**src/sv/min_heap_priority_queue_assert.svh**
```systemverilog
// assertion macros for the min-heap priority queue
`ifndef MIN_HEAP_PRIORITY_QUEUE_ASSERT_SVH
`define MIN_HEAP_PRIORITY_QUEUE_ASSERT_SVH

// same-cycle implication, sampled on clock, off during reset
`define MHPQ_ASSERT_IMP(lbl, ante, cons) \
   lbl: assert property (@(posedge clock) disable iff (reset) (ante) |-> (cons)) \
      else $error("heap queue assertion failed");

// next-cycle implication, sampled on clock, off during reset
`define MHPQ_ASSERT_NXT(lbl, ante, cons) \
   lbl: assert property (@(posedge clock) disable iff (reset) (ante) |=> (cons)) \
      else $error("heap queue assertion failed");

`endif

```
**src/sv/mhpq_pkg.sv**
```systemverilog
// shared types and constants for the min-heap priority queue
`timescale 1ns / 1ps
`default_nettype none

package mhpq_pkg;

   localparam int CAPACITY_DEFAULT = 4096;
   localparam int COUNT_OUT_W      = 13;

   typedef enum logic {
      CMD_INSERT = 1'b0,
      CMD_POP    = 1'b1
   } cmd_type;

   typedef enum logic [1:0] {
      STATUS_DONE  = 2'd0,
      STATUS_FULL  = 2'd1,
      STATUS_EMPTY = 2'd2
   } status_type;

   // one heap entry: key plus carried payload
   typedef struct packed {
      logic [31:0] key;
      logic [15:0] cell_id;
      logic        is_grid;
      logic [31:0] handle;
   } entry_type;

   localparam int ENTRY_W = $bits(entry_type);

   typedef enum logic [3:0] {
      OP_NONE,
      OP_ACCEPT,
      OP_INS_START,
      OP_UP_READ,
      OP_UP_STEP,
      OP_UP_ROOT,
      OP_POP_READ,
      OP_POP_LOAD,
      OP_DN_LEFT,
      OP_DN_RIGHT,
      OP_DN_STEP,
      OP_DN_PLACE,
      OP_RESP
   } dp_op_type;

   typedef enum logic [3:0] {
      ST_IDLE,
      ST_DECIDE,
      ST_UP_READ,
      ST_UP_CMP,
      ST_POP_READ,
      ST_POP_LOAD,
      ST_DN_LEFT,
      ST_DN_RIGHT,
      ST_DN_CMP,
      ST_RESP
   } state_type;

   // controller to datapath
   typedef struct packed {
      dp_op_type  op;
      status_type status;
   } dp_cmd_type;

   // datapath to controller
   typedef struct packed {
      logic is_pop;
      logic full;
      logic empty;
      logic at_root;
      logic up_less;
      logic no_left;
      logic down_less;
      logic rsp_free;
   } dp_stat_type;

endpackage

`default_nettype wire

```
**src/sv/mhpq_ctrl.sv**
```systemverilog
// sequencer for insert sift-up and pop sift-down
`timescale 1ns / 1ps
`default_nettype none

module mhpq_ctrl (
   input  wire logic                clock,
   input  wire logic                reset,
   input  wire logic                req_tvalid,
   output      logic                req_tready,
   input  wire mhpq_pkg::dp_stat_type stat,
   output      mhpq_pkg::dp_cmd_type  cmd
);

   import mhpq_pkg::*;

   state_type  state_ff, state_in;
   status_type status_ff, status_in;

   // state and status registers
   always_ff @(posedge clock) begin
      if (reset) begin
         state_ff  <= ST_IDLE;
         status_ff <= STATUS_DONE;
      end else begin
         state_ff  <= state_in;
         status_ff <= status_in;
      end
   end

   // next state and datapath commands
   always_comb begin
      state_in   = state_ff;
      status_in  = status_ff;
      req_tready = 1'b0;
      cmd.op     = OP_NONE;
      cmd.status = status_ff;
      case (state_ff)
         ST_IDLE: begin
            req_tready = 1'b1;
            if (req_tvalid) begin
               cmd.op   = OP_ACCEPT;
               state_in = ST_DECIDE;
            end
         end
         ST_DECIDE: begin
            status_in = STATUS_DONE;
            if (!stat.is_pop) begin
               if (stat.full) begin
                  status_in = STATUS_FULL;
                  state_in  = ST_RESP;
               end else begin
                  cmd.op   = OP_INS_START;
                  state_in = ST_UP_READ;
               end
            end else begin
               if (stat.empty) begin
                  status_in = STATUS_EMPTY;
                  state_in  = ST_RESP;
               end else begin
                  state_in = ST_POP_READ;
               end
            end
         end
         ST_UP_READ: begin
            if (stat.at_root) begin
               cmd.op   = OP_UP_ROOT;
               state_in = ST_RESP;
            end else begin
               cmd.op   = OP_UP_READ;
               state_in = ST_UP_CMP;
            end
         end
         ST_UP_CMP: begin
            cmd.op   = OP_UP_STEP;
            state_in = stat.up_less ? ST_UP_READ : ST_RESP;
         end
         ST_POP_READ: begin
            cmd.op   = OP_POP_READ;
            state_in = ST_POP_LOAD;
         end
         ST_POP_LOAD: begin
            cmd.op   = OP_POP_LOAD;
            state_in = ST_DN_LEFT;
         end
         ST_DN_LEFT: begin
            if (stat.no_left) begin
               cmd.op   = OP_DN_PLACE;
               state_in = ST_RESP;
            end else begin
               cmd.op   = OP_DN_LEFT;
               state_in = ST_DN_RIGHT;
            end
         end
         ST_DN_RIGHT: begin
            cmd.op   = OP_DN_RIGHT;
            state_in = ST_DN_CMP;
         end
         ST_DN_CMP: begin
            cmd.op   = OP_DN_STEP;
            state_in = stat.down_less ? ST_DN_LEFT : ST_RESP;
         end
         ST_RESP: begin
            if (stat.rsp_free) begin
               cmd.op   = OP_RESP;
               state_in = ST_IDLE;
            end
         end
         default: begin
            state_in = ST_IDLE;
         end
      endcase
   end

endmodule

`default_nettype wire

```
**config.mk**
```make
export PLATFORM = sky130hd
export DESIGN_NAME = mhpq_ctrl
export DESIGN_NICKNAME = d
export VERILOG_FILES = /design/src/sv/min_heap_priority_queue_assert.svh /design/src/sv/mhpq_pkg.sv /design/src/sv/mhpq_ctrl.sv
export SDC_FILE = /design/constraint.sdc
export NUM_CORES = 1
export LEC_CHECK = 0
export BUFFER_PORTS_ARGS = -buffer_cell sky130_fd_sc_hd__clkbuf_2
export CAP_MARGIN = 30
export CORE_AREA = 2 2 39 41
export CTS_BUF_LIST = sky130_fd_sc_hd__clkbuf_16
export DETAILED_ROUTE_END_ITERATION = 16
export DIE_AREA = 0 0 41 43
export MAX_ROUTING_LAYER = met4
export PLACE_DENSITY = 0.69
export SYNTH_ARGS = -nofsm -noshare
export SYNTH_HDL_FRONTEND = slang
export SYNTH_SLANG_ARGS = --single-unit
```
**constraint.sdc**
```tcl
create_clock -name clock -period 1.6 [get_ports clock]
set_input_delay 0.16 -clock clock [delete_from_list [all_inputs] [get_ports clock]]
set_output_delay 0.16 -clock clock [all_outputs]
set_load 0.02 [all_outputs]
```
After elaboration in Yosys (flattened, before gate mapping)
Index checks and enable logic that the tools add are counted.
{ "op_classes": {"eq_ne": 11, "n_mux": 21, "reduce_logical": 2} }
{ "op_table": {"columns": ["cell", "n"], "rows": [
  ["$pmux 4 s10", 2],
  ["$mux 4", 10],
  ["$eq 4x3->1 const B", 4],
  ["$mux 2", 5],
  ["$eq 4x2->1 const B", 2],
  ["$eq 4x4->1 const B", 2],
  ["$eq 4x1->1 const B", 1],
  ["$logic_not 4->1", 1],
  ["$ne 2x2->1 const B", 2],
  ["$mux 1", 3],
  ["$mux 3", 1],
  ["$reduce_and 2->1", 1]
]} }
{ "word_totals": {"reg_bits": 6, "inputBits": 11, "out_inout_bits": 7, "word_cells": 36} }

Longest topological paths before layout
{ "logic_depth": {"word_depth": 3, "depth_mapped": 6, "ltp_nobuf": 4} }

Worst setup path before layout
Ideal clock, no wire load.
{ "synth_timing": {"path_kind": "reg2out", "start": "reg state_ff[0]", "end": "out cmd[3] (netlist name)", "t_arrival_ns": 1.452, "required_ns": 1.440, "path_slack_ns": -0.012, "path_stages_with_launch": 4, "path_buffers": 2, "path_cell_list": "dfxtp_1 > buf_6 > buf_2 > o311ai_0"} }
{ "synth_rtl": {"columns": ["element", "line", "text"], "rows": [
  ["start: declaration", "mhpq_ctrl.sv:16", "state_type state_ff, state_in;"],
  ["start signal: assignment", "mhpq_ctrl.sv:25", "state_ff <= state_in;"],
  ["end: declaration", "mhpq_ctrl.sv:11", "output mhpq_pkg::dp_cmd_type cmd"]
]} }

==> results.md <==
- # rows: 14
- Worst hold endpoint: state_ff[2]
- Max-Cap Viols: 0
- Reg2Reg Depth: 7
- Asr flop ratio synth: 0
- # fillers: 137
- Die area: 0.00176 sq mm
- Dpl ws: 0.139 ns
- 1st-pass router iterations: 4
- Clock Latency Late Sink: 0.23 ns
- H-Tree Depth: 1
- Hold depth: 2
- Critical Path RT: 1.44 ns
- Reg2reg start: state_ff[2]
- Peak VDD IR: 1.32 mV
- Final Wtd Congestion: 0.850
- Vias in the first global route: 589
- IO Pins: 18
- Core ar.: 0.00138 sq mm
- RSZ-0062 raised after global routing: true
- Cells after Synth: 72
- Arr. time, crit path: 1.42 ns
- Relative slew slack: 0.770
- Post-detail-place hpwl: 1.09 mm
- Hold buffer count at CTS: 0
- Fin crit share: 0.987
- Routed Antenna Nets: 0
- Chip width: 41 um
- Largest net degree at the start of global routing: 19
- Crit Path Max Fanout: 2
- Avg Inst Size Synth: 7.91 sq um
- Outcome: finished, final reports clean
- DR WL/cell: 12.9 um
- First-pass GRT wire length: 2.38 mm
- Total wire length: 1.47 mm
- Worst Setup Path Type: flop to output pin
- CTS Buffer Depth: 2
- Fmax: 633 MHz
- Share of cells above drive strength 1: 0.469
- Leak pwr: 0.358 nW
- Worst Setup Slack, final: 0.0212 ns
- FF+latch count, synth: 6
- Via count: 640
- Area delta synth->final: 46.2%
- Measured slew at the worst slew-check pin: 0.341 ns
- Vias per inst: 5.61
- Worst hold path startpoint: reset
- PortBufs: 17
- Critical path endpoint category: output pin
- CTS sink cnt: 6
- Initial antenna violation count: 0
- R2r setup slk: 0.15 ns
- N_diodes: 0
- Count of pins over their slew limit: 0
- # setup viols final: 0
- Yosys cell types: 36
- Tot Pwr: 1.65 mW
- Global route overflow: 0
- Yosys warnings: 0
- Number of synthesized flops with an enable pin: 0
- Clock-pin slew on the worst setup and hold paths: 0.03 ns
- Initial DRC count: 11
- Skew final: 0.00220 ns
- CTS tree: built
- HP Class: primary input to flop
- Global-route usage over all layers: 0.200
- Non-filler cells in the finished layout: 114
- Reg2reg end: state_ff[0]
- DR DRC count: 0
- Tmin final: 1.58 ns
- Starting Density: 0.411
- Nets: 111
- Worst setup SP type: flop
- Hold Vio Cnt, Final: 0
- Ys flop type: dfxtp_1
- PD cells: 1990 mW/mm^2
- # placed instances: 105
- Mapped Nets: 83
- Hold Slack: 0.191 ns
- Die span in y: 43 um
- CTS Buf Count: 3
- Root buffer cell: clkbuf_16
- Post-Syn Area: 569 sq um
- Sequential share of the synthesized area: 0.211
[registers in the layout, summed over array words and instances (netlist names)]
register / count
state_ff: 4
status_ff: 2
[layout by cell type (no fill, tap or decap), types with 3 or more instances in the layout]
cell and instances:
o21ai_0 3, clkbuf_2 15, a21oi_1 3, clkbuf_16 3, nand2_1 8, a31oi_1 3, buf_4 11, inv_1 3
nor2_1 4
[worst max path at each step]
stage,startpoint,to,slack [ns],cells after the start
after floorplan,state_ff[0],cmd[4],0.15,6
after global placement,state_ff[2],cmd[3],0.16,5
after detailed placement,state_ff[2],cmd[3],0.14,5
after CTS,state_ff[0],cmd[3],-0.01,5
after global routing,state_ff[2],cmd[3],-0.02,6
final,state_ff[0],cmd[3],0.02,5
[stage by stage]
| stage | instance area (sq um) | TNS (ns) | util |
|---|---|---|---|
| after floorplan | 569 | 0 | - |
| after detailed placement | 681 | 0 | 0.492 |
| after CTS | 821 | -0.0141 | 0.593 |
| after global placement | 681 | 0 | 0.492 |
| final | 832 | 0 | 0.601 |
| after global routing | 832 | -0.0378 | 0.601 |
[synth_stat cells (all sizes together), types with 2 or more instances]
cell type / count / area (sq um)
buf: 5 / 43.8
nand2b: 2 / 12.5
and2b: 2 / 17.5
nand2: 9 / 36.3
nor2: 7 / 28.8
nor3: 2 / 10.0
nor2b: 3 / 26.3
a21oi: 3 / 15.0
inv: 3 / 11.3
dfxtp: 6 / 120
nand3: 2 / 10.0
o21ai: 6 / 33.8
nor4b: 3 / 38.8
a31oi: 4 / 31.3
a22o: 2 / 17.5
and2: 2 / 12.5
[timing repair]
action	4_1_cts	5_1_grt
resized for setup	9	5
buffers inserted	6	0
endpoints found under the setup margin	1	6
pin swaps	3	0
[metal layers]
layer / up-vias / wire [um] / GRT usage
li1: 322 / - / -
met1: 302 / 646 / 0.252
met2: 16 / 761 / 0.306
met3: 0 / 63 / 0.0785
met4: 0 / 0 / 0.0200
met5: - / 0 / -
[worst max-delay path, stage by stage (launching register included)]
cell and delay (ns):
dfxtp_2 0.34, nor2b_4 0.16, nand2_2 0.06, o32a_1 0.37
o311ai_1 0.08, buf_4 0.19
[cells by family after synthesis]
group                  after synthesis  synth area share
muxes                                2            0.0374
AOI/OAI and AO/OA                   22             0.290
DFF                                  6             0.211
and+or+nand+nor                     34             0.365
buffers and inverters                8            0.0967
[report_power, final]
part	internal, mW	leakage (nW)	switching, mW
Combinational	0.466	0.270	0.515
Sequential	0.208	0.0512	0.0635
Clock	0.320	0.0370	0.0806
[layout make-up]
| class | count | area (sq um) | share of cell area |
|---|---|---|---|
| well taps | 16 | 20.0 | 0.0241 |
| repair buffers | 28 | 183 | 0.220 |
| multi-input cells | 58 | 413 | 0.496 |
| inverters | 3 | 11.3 | 0.0135 |
| flip-flops and latches | 6 | 130 | 0.156 |
| clock buffers | 3 | 75.1 | 0.0902 |
Power figures use the tool's default switching activity.
